`src/rtl/core/assert_macros.svh`:
```
// Assertion macros shared by the converter RTL.
// No dependencies; included by files that carry concurrent checks.
`ifndef ASSERT_MACROS_SVH
`define ASSERT_MACROS_SVH
`ifndef SYNTHESIS
`define E2Q_ASSERT(lbl, prop, msg) \
   lbl: assert property (@(posedge clock) disable iff (reset) (prop)) else $error(msg);
`define E2Q_ASSERT_IMP(lbl, ante, cons, msg) \
   lbl: assert property (@(posedge clock) disable iff (reset) (ante) |-> (cons)) else $error(msg);
`define E2Q_ASSERT_NEXT(lbl, ante, cons, msg) \
   lbl: assert property (@(posedge clock) disable iff (reset) (ante) |=> (cons)) else $error(msg);
`else
`define E2Q_ASSERT(lbl, prop, msg)
`define E2Q_ASSERT_IMP(lbl, ante, cons, msg)
`define E2Q_ASSERT_NEXT(lbl, ante, cons, msg)
`endif
`endif

```
`src/rtl/core/e2q_pkg.sv`:
```
// Types, constants and the arctangent table of the Euler-to-quaternion converter.
// No dependencies.
package e2q_pkg;

   localparam int CORDIC_STAGES = 24;
   localparam int REDUCE_LAT    = 4;
   localparam int COMBINE_LAT   = 5;
   localparam int PIPE_LAT      = REDUCE_LAT + CORDIC_STAGES + COMBINE_LAT;

   localparam logic signed [26:0] HALF_TURN_Q17    = 27'sd23592960;
   localparam logic signed [26:0] FULL_TURN_Q17    = 27'sd47185920;
   localparam logic signed [26:0] QUARTER_TURN_Q17 = 27'sd11796480;
   localparam logic signed [43:0] GAIN_Q40         = 44'sd667681662976;
   localparam logic signed [31:0] ONE_Q30          = 32'sd1073741824;

   typedef struct packed {
      logic signed [31:0] roll_deg;
      logic signed [31:0] pitch_deg;
      logic signed [31:0] yaw_deg;
   } req_type;

   typedef struct packed {
      logic signed [31:0] quat_w;
      logic signed [31:0] quat_x;
      logic signed [31:0] quat_y;
      logic signed [31:0] quat_z;
   } rsp_type;

   typedef struct packed {
      logic signed [43:0] x;
      logic signed [43:0] y;
      logic signed [35:0] z;
      logic               neg;
   } cordic_type;

   localparam logic signed [35:0] ATAN_LUT [11] = '{
      36'sd3373259426, 36'sd1991351318, 36'sd1052175346, 36'sd534100635,
      36'sd268086748,  36'sd134174062,  36'sd67103403,   36'sd33553749,
      36'sd16777131,   36'sd8388597,    36'sd4194303
   };

   // arctangent of 2^-idx in radians, 32 fraction bits
   function automatic logic signed [35:0] atan_q32(input logic [4:0] idx);
      logic signed [35:0] v;
      if (idx < 5'd11) begin
         v = ATAN_LUT[idx[3:0]];
      end else begin
         v = 36'sd1 <<< (6'd32 - {1'b0, idx});
      end
      return v;
   endfunction

endpackage

```
`src/rtl/core/e2q_cell.sv`:
```
// One rotation-mode CORDIC micro-rotation with its output register.
// Depends on e2q_pkg.
module e2q_cell (
   input  logic                clock,
   input  logic                en,
   input  logic [4:0]          shift,
   input  logic signed [35:0]  angle,
   input  e2q_pkg::cordic_type cin,
   output e2q_pkg::cordic_type cout
);
   import e2q_pkg::*;

   cordic_type         cell_ff, cell_in;
   logic signed [43:0] dx, dy;

   always_comb begin
      dx          = cin.y >>> shift;
      dy          = cin.x >>> shift;
      cell_in.neg = cin.neg;
      if (!cin.z[35]) begin
         cell_in.x = cin.x - dx;
         cell_in.y = cin.y + dy;
         cell_in.z = cin.z - angle;
      end else begin
         cell_in.x = cin.x + dx;
         cell_in.y = cin.y - dy;
         cell_in.z = cin.z + angle;
      end
   end

   always_ff @(posedge clock) begin
      if (en) begin
         cell_ff <= cell_in;
      end
   end

   assign cout = cell_ff;

endmodule

```
`config.mk`:
```
export PLATFORM = sky130hd
export DESIGN_NAME = e2q_cell
export DESIGN_NICKNAME = d
export VERILOG_FILES = /design/src/rtl/core/assert_macros.svh /design/src/rtl/core/e2q_pkg.sv /design/src/rtl/core/e2q_cell.sv
export SDC_FILE = /design/constraint.sdc
export NUM_CORES = 1
export LEC_CHECK = 0
export BUFFER_PORTS_ARGS = -buffer_cell sky130_fd_sc_hd__buf_2
export CAP_MARGIN = 20
export CORE_MARGIN = 1.5
export CORE_UTILIZATION = 25
export DETAILED_ROUTE_END_ITERATION = 6
export GPL_TIMING_DRIVEN = 0
export PLACE_DENSITY_LB_ADDON = 0.15
export SLEW_MARGIN = 20
export SYNTH_ARGS = -nofsm -noshare
export SYNTH_HDL_FRONTEND = slang
export SYNTH_SLANG_ARGS = --single-unit
```
`constraint.sdc`:
```
create_clock -name clock -period 11 [get_ports clock]
set_input_delay 2.2 -clock clock [delete_from_list [all_inputs] [get_ports clock]]
set_output_delay 2.2 -clock clock [all_outputs]
set_load 0.03 [all_outputs]
```
==> summary.md <==
| Metric | Value |
|---|---|
| PortBufs | 287 |
| Crit path kind | primary input to register |
| Post-CTS setup buffers | 0 |
| Via Count | 21300 |
| Critical path buffers and inverters | 9 |
| Via-to-Cell Ratio | 5.90 |
| DRC viols | 0 |
| Post-synth EDFFs | 125 |
| Power Density | 145 mW/mm2 |
| Crit path launch type | primary input |
| Remaining antenna violation count | 0 |
| Critical path's most frequent cell | clkbuf_1 |
| Outcome | finished, final reports clean |
| CTS Buf Count | 17 |
| Die area | 0.0830 mm2 |
| GRT Total Usage | 27.7% |
| Final setup fails | 0 |
| GP Congestion | 0.984 |
| Crit path DAT | 10.91 ns |
| CORE AREA | just over 0.08 mm2 |
| Remaining global-route overflow | 0 |
| Hold Crit Class | primary input to register |
| Clock sinks | ~130 |
| TritonCTS clock tree | built |
| Yosys reg bits | around 130 |
| Tot Pwr | 3.44 mW |
| RSZ-0062 raised after global routing | false |
| First-pass GRT wire length | about 160000 um |
| NumNets Final | 2839 |
| Slew headroom | 16.7% |
| Final Max Slew Viols | 0 |
| Layout cells sized above 1 | a little under a quarter |
| Hold path start | cin[0] |
| First-pass DRT Iterations | 7 |
| Final instance area | around 0.024 mm2 |
| Synth Warn # | 0 |
| Fmax | approximately 94 MHz |
| Measured slew at the worst slew-check pin | 1.25 ns |
| Ys flop type | edfxtp_1 |
| Die Wd | 288 um |
| Max clock buf depth | 2 |
| Clock Pin Slew Worst Setup and Hold Paths | 0.06 ns |
| Final hold violation count | 0 |
| Post-Syn Area | about 0.020 mm2 |
| Pin count of the biggest net entering global routing | 88 |
| Max FFs per register | 125 |
| Detailed Place HPWL | 93900 um |
| Max_cap viols | 0 |
| Initial antenna violation count | 3 |
| # hold bufs at CTS | 0 |
| Worst path cell trace | clkbuf_1, clkbuf_1, buf_1, buf_2, buf_2, buf_1, buf_1, clkbuf_1, clkbuf_1, a21o_1, xnor2_1, ha_1, o21ai_0, a21oi_1, a41oi_1, o31ai_2, a21oi_1, a31oi_1, a211oi_1, nor3_1, a31oi_1, xnor2_1 |
| Filler Cell Count | about 8600 |
| CTS resizes | 0 |
| CTS Root Cell | clkbuf_16 |
| Worst IR Drop VDD | ~0.10 mV |
| Max FO, Critical Path | 10 |
| CP Launch Point | shift[4] |
| Fin worst setup slack | roughly 0.3 ns |
| Crit-path max cell delay | 0.78 ns |
| Initial DRC count | around 2000 |
| Required time of the critical path | about 11 ns |
| Minimum clock period | about 11 ns |
| Sequential area share after synthesis | a little under a fifth |
| # rows | 104 |
| Starting Density | 25.3% |
| Syn_nets | 2529 |
| Slowest cell on crit path | buf_1 |
| Top Family by Delay on Critical Path | buffers and inverters |
| Pleak | 9.59 nW |
| Final Cycle Share | 97.2% |
| Post-synth ARST share | 0% |
| Reg area | 0.00375 mm2 |
| Unique cell type count in the Yosys netlist | 104 |
| Vias in the first global route | 21000 |
| Area of the multi-input gates | approximately 0.016 mm2 |
| Setup crit end kind | register |
| Routed WL | around 120000 um |
| Syn avg cell area | 9.13 um2 |
| DP Area | 0.0232 mm2 |
| Area Overhead vs Synth | 17.2% |
| H-tree Lvls | 4 |
| Cells after synthesis | 2224 |
| WL per Instance | 32.6 um |
| Die Y | 288 um |
| Number of I/O pins | 293 |
| Pre-CTS WS | -0.00903 ns |
final timing paths:
kind / endpoint / depth (start not counted)
worst max-delay path: cout[122]$_DFFE_PP_ / 22
worst min-delay path: cout[0]$_DFFE_PP_ / 1
area by class of cell:
| cell class | instances | area share [%] |
|---|---|---|
| multi-input cells | 1909 | 65.7 |
| flip-flops and latches | 125 | 15.8 |
| repair buffers | 291 | 6.32 |
| well taps | 1060 | 5.57 |
| plain buffers | 132 | 3.10 |
| clock buffers | 17 | 1.79 |
| inverters | 58 | 0.915 |
| clock inverters | 15 | 0.820 |
| diodes | 4 | 0.0421 |
cell usage after synthesis, drive strengths merged (25+ instances only):
cell | n | share of area, %
nand2b | 27 | 0.83
clkbuf | 50 | 0.92
nor3 | 41 | 1.1
a21o | 74 | 2.7
nand4 | 25 | 0.91
o21a | 32 | 1.2
a31oi | 39 | 1.2
nand3 | 40 | 1.0
mux4 | 117 | 13
o22ai | 26 | 0.80
nand2 | 141 | 2.6
o21ai | 96 | 2.4
nor2b | 28 | 0.86
mux2i | 92 | 4.6
inv | 55 | 1.0
ha | 134 | 8.3
nor2 | 200 | 3.7
xnor2 | 126 | 5.4
buf | 82 | 2.7
xor2 | 97 | 4.2
edfxtp | 125 | 18
a21oi | 177 | 4.4
mux2 | 62 | 3.4
report_power, final:
part	internal, mW	switching (mW)	leakage [nW]	total, mW
logic	0.699	1.36	8.08	2.06
clock network	0.377	0.251	0.283	0.629
registers	0.717	0.0304	1.22	0.747
cells in the final DEF, fill, tap and decap left out, drive strengths merged, types with 25 or more instances in the layout:
cell      n
a21o     74
a21oi   177
a31oi    39
buf     373
clkbuf   67
edfxtp  125
ha      134
inv      57
mux2     62
mux2i    92
mux4    117
nand2   141
nand2b   27
nand3    40
nand4    25
nor2    200
nor2b    28
nor3     41
o21a     32
o21ai    96
o22ai    26
xnor2   126
xor2     97
cell families (layout without fill, tap and decap cells):
group,count (synthesis),count (layout),share of synthesized area (%)
adder cells (fa/ha/maj),137,137,8.55
flip-flops,125,125,18.5
AND/OR/NAND/NOR,611,611,15.0
XOR/XNOR,223,223,9.62
multiplexers,271,271,21.5
buffers and inverters,190,513,4.69
AO/OA/AOI/OAI,667,667,22.2
other,0,4,0
stage by stage:
stage | TNS, ns | cells | hold WS [ns] | util, %
global placement | -1.48 | 3571 | 2.38 | 28.7
detailed placement | -0.00903 | 3575 | 2.38 | 28.8
global route | 0 | 3607 | 1.86 | 29.6
floorplan | 0 | 2224 | 2.30 | -
finish | 0 | 3611 | 1.90 | 29.6
CTS | 0 | 3607 | 1.83 | 29.6
per-layer routing:
metal / part of all wire [%] / wire (um) / track usage [%] / up-vias
li1: - / - / - / 9243
met4: 4.4 / 5120 / 11.2 / 0
met5: 0 / 0 / 0 / -
met2: 45 / 53200 / 44.4 / 1153
met3: 8.0 / 9460 / 5.77 / 210
met1: 42 / 49800 / 36.2 / 10700
(Power assumes the default switching activity.)
