### config.mk
export PLATFORM = sky130hd
export DESIGN_NAME = e2q_reduce
export DESIGN_NICKNAME = d
export VERILOG_FILES = /design/src/rtl/core/assert_macros.svh /design/src/rtl/core/e2q_pkg.sv /design/src/rtl/core/e2q_reduce.sv
export SDC_FILE = /design/constraint.sdc
export NUM_CORES = 1
export LEC_CHECK = 0
export CAP_MARGIN = 25
export CORE_MARGIN = 4
export CORE_UTILIZATION = 45
export CTS_CLUSTER_SIZE = 25
export DETAILED_ROUTE_END_ITERATION = 10
export DONT_BUFFER_PORTS = 1
export GPL_ROUTABILITY_DRIVEN = 0
export GPL_TIMING_DRIVEN = 0
export PLACE_DENSITY = 0.62
export SETUP_SLACK_MARGIN = 0.1
export SYNTH_ARGS = -nofsm -noshare
export SYNTH_HDL_FRONTEND = slang
export SYNTH_SLANG_ARGS = --single-unit
### constraint.sdc
create_clock -name clock -period 17.3 [get_ports clock]
set_clock_uncertainty 0.1 [all_clocks]
set_input_delay 1.73 -clock clock [delete_from_list [all_inputs] [get_ports clock]]
set_output_delay 1.73 -clock clock [all_outputs]
set_load 0.02 [all_outputs]
### src/rtl/core/assert_macros.svh
// Assertion macros shared by the converter RTL.
// No dependencies; included by files that carry concurrent checks.
`ifndef ASSERT_MACROS_SVH
`define ASSERT_MACROS_SVH
`ifndef SYNTHESIS
`define E2Q_ASSERT(lbl, prop, msg) \
   lbl: assert property (@(posedge clock) disable iff (reset) (prop)) else $error(msg);
`define E2Q_ASSERT_IMP(lbl, ante, cons, msg) \
   lbl: assert property (@(posedge clock) disable iff (reset) (ante) |-> (cons)) else $error(msg);
`define E2Q_ASSERT_NEXT(lbl, ante, cons, msg) \
   lbl: assert property (@(posedge clock) disable iff (reset) (ante) |=> (cons)) else $error(msg);
`else
`define E2Q_ASSERT(lbl, prop, msg)
`define E2Q_ASSERT_IMP(lbl, ante, cons, msg)
`define E2Q_ASSERT_NEXT(lbl, ante, cons, msg)
`endif
`endif

### src/rtl/core/e2q_pkg.sv
// Types, constants and the arctangent table of the Euler-to-quaternion converter.
// No dependencies.
package e2q_pkg;

   localparam int CORDIC_STAGES = 24;
   localparam int REDUCE_LAT    = 4;
   localparam int COMBINE_LAT   = 5;
   localparam int PIPE_LAT      = REDUCE_LAT + CORDIC_STAGES + COMBINE_LAT;

   localparam logic signed [26:0] HALF_TURN_Q17    = 27'sd23592960;
   localparam logic signed [26:0] FULL_TURN_Q17    = 27'sd47185920;
   localparam logic signed [26:0] QUARTER_TURN_Q17 = 27'sd11796480;
   localparam logic signed [43:0] GAIN_Q40         = 44'sd667681662976;
   localparam logic signed [31:0] ONE_Q30          = 32'sd1073741824;

   typedef struct packed {
      logic signed [31:0] roll_deg;
      logic signed [31:0] pitch_deg;
      logic signed [31:0] yaw_deg;
   } req_type;

   typedef struct packed {
      logic signed [31:0] quat_w;
      logic signed [31:0] quat_x;
      logic signed [31:0] quat_y;
      logic signed [31:0] quat_z;
   } rsp_type;

   typedef struct packed {
      logic signed [43:0] x;
      logic signed [43:0] y;
      logic signed [35:0] z;
      logic               neg;
   } cordic_type;

   localparam logic signed [35:0] ATAN_LUT [11] = '{
      36'sd3373259426, 36'sd1991351318, 36'sd1052175346, 36'sd534100635,
      36'sd268086748,  36'sd134174062,  36'sd67103403,   36'sd33553749,
      36'sd16777131,   36'sd8388597,    36'sd4194303
   };

   // arctangent of 2^-idx in radians, 32 fraction bits
   function automatic logic signed [35:0] atan_q32(input logic [4:0] idx);
      logic signed [35:0] v;
      if (idx < 5'd11) begin
         v = ATAN_LUT[idx[3:0]];
      end else begin
         v = 36'sd1 <<< (6'd32 - {1'b0, idx});
      end
      return v;
   endfunction

endpackage

### src/rtl/core/e2q_reduce.sv
// Angle reduction: halve, wrap, fold into a quarter turn, convert to radians.
// Depends on e2q_pkg; four register stages.
module e2q_reduce (
   input  logic                       clock,
   input  logic                       en,
   input  logic signed [31:0]         angle_deg,
   output e2q_pkg::cordic_type        seed
);
   import e2q_pkg::*;

   localparam logic signed [17:0] DEG_HI = 18'sd73204;
   localparam logic signed [17:0] DEG_LO = 18'sd54346;

   logic [11:0]        u_ff, u_in;
   logic [6:0]         q_ff, q_in;
   logic [19:0]        lo_ff, lo_in;
   logic signed [24:0] m_ff, m_in;
   logic               neg2_ff, neg2_in;
   logic signed [42:0] ph_ff, ph_in, pl_ff, pl_in;
   logic               neg3_ff;
   logic signed [35:0] z_ff, z_in;
   logic               neg4_ff;

   logic [24:0]        qprod;
   logic [6:0]         rem, tmod;
   logic [5:0]         mh;
   logic signed [26:0] mm;
   logic signed [59:0] zsum;

   // quotient of the upper bits by 45 through a reciprocal
   always_comb begin
      u_in  = {~angle_deg[31], angle_deg[30:20]};
      lo_in = angle_deg[19:0];
      qprod = 25'(u_in * 13'd5826);
      q_in  = qprod[24:18];
   end

   always_comb begin
      rem  = 7'(u_ff - 12'(q_ff) * 12'd45);
      tmod = 7'(rem + 7'd22);
      mh   = (tmod >= 7'd45) ? 6'(tmod - 7'd45) : tmod[5:0];
      mm   = $signed({1'b0, mh, lo_ff});
      if (mm >= HALF_TURN_Q17) begin
         mm = mm - FULL_TURN_Q17;
      end
      neg2_in = 1'b0;
      if (mm > QUARTER_TURN_Q17) begin
         mm      = mm - HALF_TURN_Q17;
         neg2_in = 1'b1;
      end else if (mm < -QUARTER_TURN_Q17) begin
         mm      = mm + HALF_TURN_Q17;
         neg2_in = 1'b1;
      end
      m_in = 25'(mm);
   end

   always_comb begin
      ph_in = 43'(m_ff * DEG_HI);
      pl_in = 43'(m_ff * DEG_LO);
      zsum  = (60'(ph_ff) <<< 17) + 60'(pl_ff) + 60'sd8388608;
      z_in  = 36'(zsum >>> 24);
   end

   always_ff @(posedge clock) begin
      if (en) begin
         u_ff    <= u_in;
         q_ff    <= q_in;
         lo_ff   <= lo_in;
         m_ff    <= m_in;
         neg2_ff <= neg2_in;
         ph_ff   <= ph_in;
         pl_ff   <= pl_in;
         neg3_ff <= neg2_ff;
         z_ff    <= z_in;
         neg4_ff <= neg3_ff;
      end
   end

   assign seed.x   = GAIN_Q40;
   assign seed.y   = '0;
   assign seed.z   = z_ff;
   assign seed.neg = neg4_ff;

endmodule

==> results.py <==
metrics = {
    "run_status": {
        "outcome": "finished clean",
    },
    "clock_tree": {
        "postCtsSetupRepairBufs": 0,
        "clk_path_buf_depth": 2,
        "root_buffer": "clkbuf_16",
        "post_cts_resized": 0,
        "numClockSinks": 162,
        "worstSkewPairLatency_ns": 0.48,
        "cts_tree": "built",
        "htree_levels": 4,
        "clk_pin_slew_worst_paths_ns": 0.08,
        "numCtsBuffers": 17,
        "postCtsHoldBufs": 0,
    },
    "sta": {
        "worst_slack_ns": 9.318,
        "maxSlewHeadroom_pct": 34.66,
        "min_period_ns": 7.982,
        "drv_slew": 0,
        "timing.fmax_ghz": 0.1253,
        "fin_tns_setup_ns": 0,
        "setup_viol": 0,
        "max_slew.worst_pin.slew_ns": 0.9801,
        "rsz0062_at_grt": "no",
        "hold_viol_final": 0,
        "fin_crit_sh_pct": 46.14,
    },
    "drt": {
        "via_per_inst": 5.061,
        "wirelength_um": 51420,
        "vias": 15790,
        "antenna_left": 0,
        "drtIter0Drc": 738,
        "routedWlPerCell_um": 16.48,
        "drcViolationCount": 0,
        "dr.pass1.iters": 5,
    },
    "cells_and_area": {
        "drive_gt1_share_pct": 6.268,
        "diodes": 0,
        "nets": 3234,
        "area_growth_pct": 7.092,
        "stdcell_area_um2": 26490,
    },
    "global_route": {
        "antenna_found_initial": 1,
        "grt_overflow_total": 0,
        "grt_pass1_vias": 17060,
        "grt_pass1_wl_um": 86620,
        "grt_max_degree": 163,
        "grt_usage_pct": 18.42,
    },
    "synthesis": {
        "synth_area_leaders": "fa_1 (27%), ha_1 (23%), edfxtp_1 (20%)",
        "avgSynthCellArea_um2": 10.72,
        "async_flop_share_pct": 0,
        "yosysTopAreaCell": "fa_1",
        "ys.flop_type": "edfxtp_1",
        "synth_area_um2": 24740,
        "synth_top_area_share_pct": 27.11,
        "synth_edf_count": 162,
        "synthCells": 2307,
        "ys_types": 80,
        "yosysSeqAreaShare_pct": 19.67,
        "synth.ff_latch_count": 162,
        "ys_warn_count": 0,
    },
    "setup_path": {
        "critical_path_class": "reg -> reg",
        "cp-end-kind": "flip-flop",
        "r2r-end": "ph_ff[42]",
        "crit_fanout": 13,
        "critPathLaunchType": "flip-flop",
        "cp.required_ns": 17.43,
        "r2r_setup_slack_ns": 9.32,
        "ff2ff_path_depth": 20,
        "regToRegStartpoint": "m_ff[8]",
        "crit_arrival_ns": 8.12,
    },
    "flow_run": {
        "cap_violations": 0,
    },
    "floorplanning": {
        "dieHeight_um": 242.5,
        "core_um2": 54130,
        "initial_core_util_pct": 45.70,
        "dieArea_um2": 58780,
        "rows": 85,
        "io_pins": 159,
        "dieWidth_um": 242.5,
    },
    "placed_design": {
        "place_area_um2": 25960,
        "pre_cts_ws_ns": 9.376,
        "dp_hpwl_um": 42960,
        "portBuffers": 0,
    },
    "min_path": {
        "hold_end": "neg4_ff",
        "hold_depth": 0,
        "hold_class": "reg -> reg",
        "hold_path.startpoint": "neg3_ff",
    },
}
-- layer usage --
layer,up-vias,track usage [%],share of wire [%]
met3,72,3.973,5.3
li1,7669,-,-
met2,306,31.40,49
met1,7747,23.57,43
met5,-,0,0
met4,0,5.617,2.3
-- per-stage QoR --
step | util, % | hold slack (ns) | cells
3_3_place_gp | 47.90 | 0.3043 | 3089
6_report | 48.94 | 0.3110 | 3121
5_1_grt | 48.94 | 0.3226 | 3121
2_1_floorplan | - | 0.3003 | 2393
3_5_place_dp | 47.95 | 0.3066 | 3090
4_1_cts | 48.94 | 0.3161 | 3121
-- synth_stat cells (all sizes together), types with 10 or more instances --
cell type  number
nand4          10
buf            94
a21oi         106
edfxtp        162
nand3          20
inv           487
xor2           43
nor2b          17
clkbuf         11
ha            452
nor3           25
nor2           98
and2           13
xnor2         105
a21o           45
nand2b         11
nand2          54
fa            335
or2            10
o21ai          53
o21a           25
-- logic make-up after synthesis --
group / Yosys count / share of synthesized area [%]
simple gates: 295 / 5.974
flops: 162 / 19.67
compound gates: 309 / 8.139
xor+xnor: 150 / 5.468
mux: 10 / 0.4148
buf+inv: 592 / 10.33
other cells: 2 / 0.03036
fa+ha+maj: 787 / 49.97
-- layout by cell type (no fill, tap or decap), types with 13 or more instances in the layout --
cell type | netlist | final
buf_4 | 89 | 89
fa_1 | 335 | 335
ha_1 | 452 | 452
a21o_1 | 45 | 45
nor2_1 | 97 | 97
xor2_1 | 43 | 43
xnor2_1 | 104 | 104
and2_1 | 13 | 13
nand3_1 | 20 | 20
conb_1 | 2 | 88
o21a_1 | 25 | 25
nor3_1 | 25 | 25
clkbuf_16 | 0 | 17
nand2_1 | 54 | 54
inv_1 | 486 | 486
nor2b_1 | 17 | 17
edfxtp_1 | 162 | 162
a21oi_1 | 103 | 103
o21ai_0 | 52 | 52
-- state kept, by name, indices dropped and copies added (netlist names), 7 cells and up --
name and count:
ph_ff 38, z_ff 36, pl_ff 26, m_ff 25
lo_ff 20, q_ff 7, u_ff 7
-- area by class of cell --
type | instances | area, um^2
Fill cell | 4870 | 27640
Multi-Input combinational cell | 1639 | 17640
Sequential cell | 162 | 4865
Inverter | 487 | 1828
Tap cell | 696 | 870.8
Buffer | 105 | 729.5
Clock buffer | 17 | 425.4
Clock inverter | 14 | 106.4
Timing Repair Buffer | 1 | 27.53
-- worst max path at each step --
stage,startpoint,endpoint,slack (ns)
after CTS,m_ff[7],ph_ff[42],9.36
after global placement,m_ff[7],ph_ff[42],9.41
final,m_ff[8],ph_ff[42],9.32
after global routing,m_ff[7],ph_ff[42],8.91
after detailed placement,m_ff[7],ph_ff[42],9.38
after floorplan,m_ff[8],ph_ff[42],10.80
-- worst max-delay path, stage by stage, from the launching register on --
cell and delay, ns:
edfxtp_1 0.95, fa_1 0.59, fa_1 0.52, fa_1 0.50
fa_1 0.49, inv_1 0.06, fa_1 0.52, inv_1 0.05
fa_1 0.49, ha_1 0.39, a21o_1 0.20, a21oi_1 0.27
o2111ai_1 0.16, a31oi_1 0.41, o21ai_0 0.43, o41ai_1 0.69
or2_2 0.23, nand3_1 0.08, o2111a_1 0.17, a311oi_1 0.32
xnor2_1 0.11
Power is left out: the tool's default activity adds up to more than one toggle a clock period on the data nets, which glitch-free logic cannot reach.
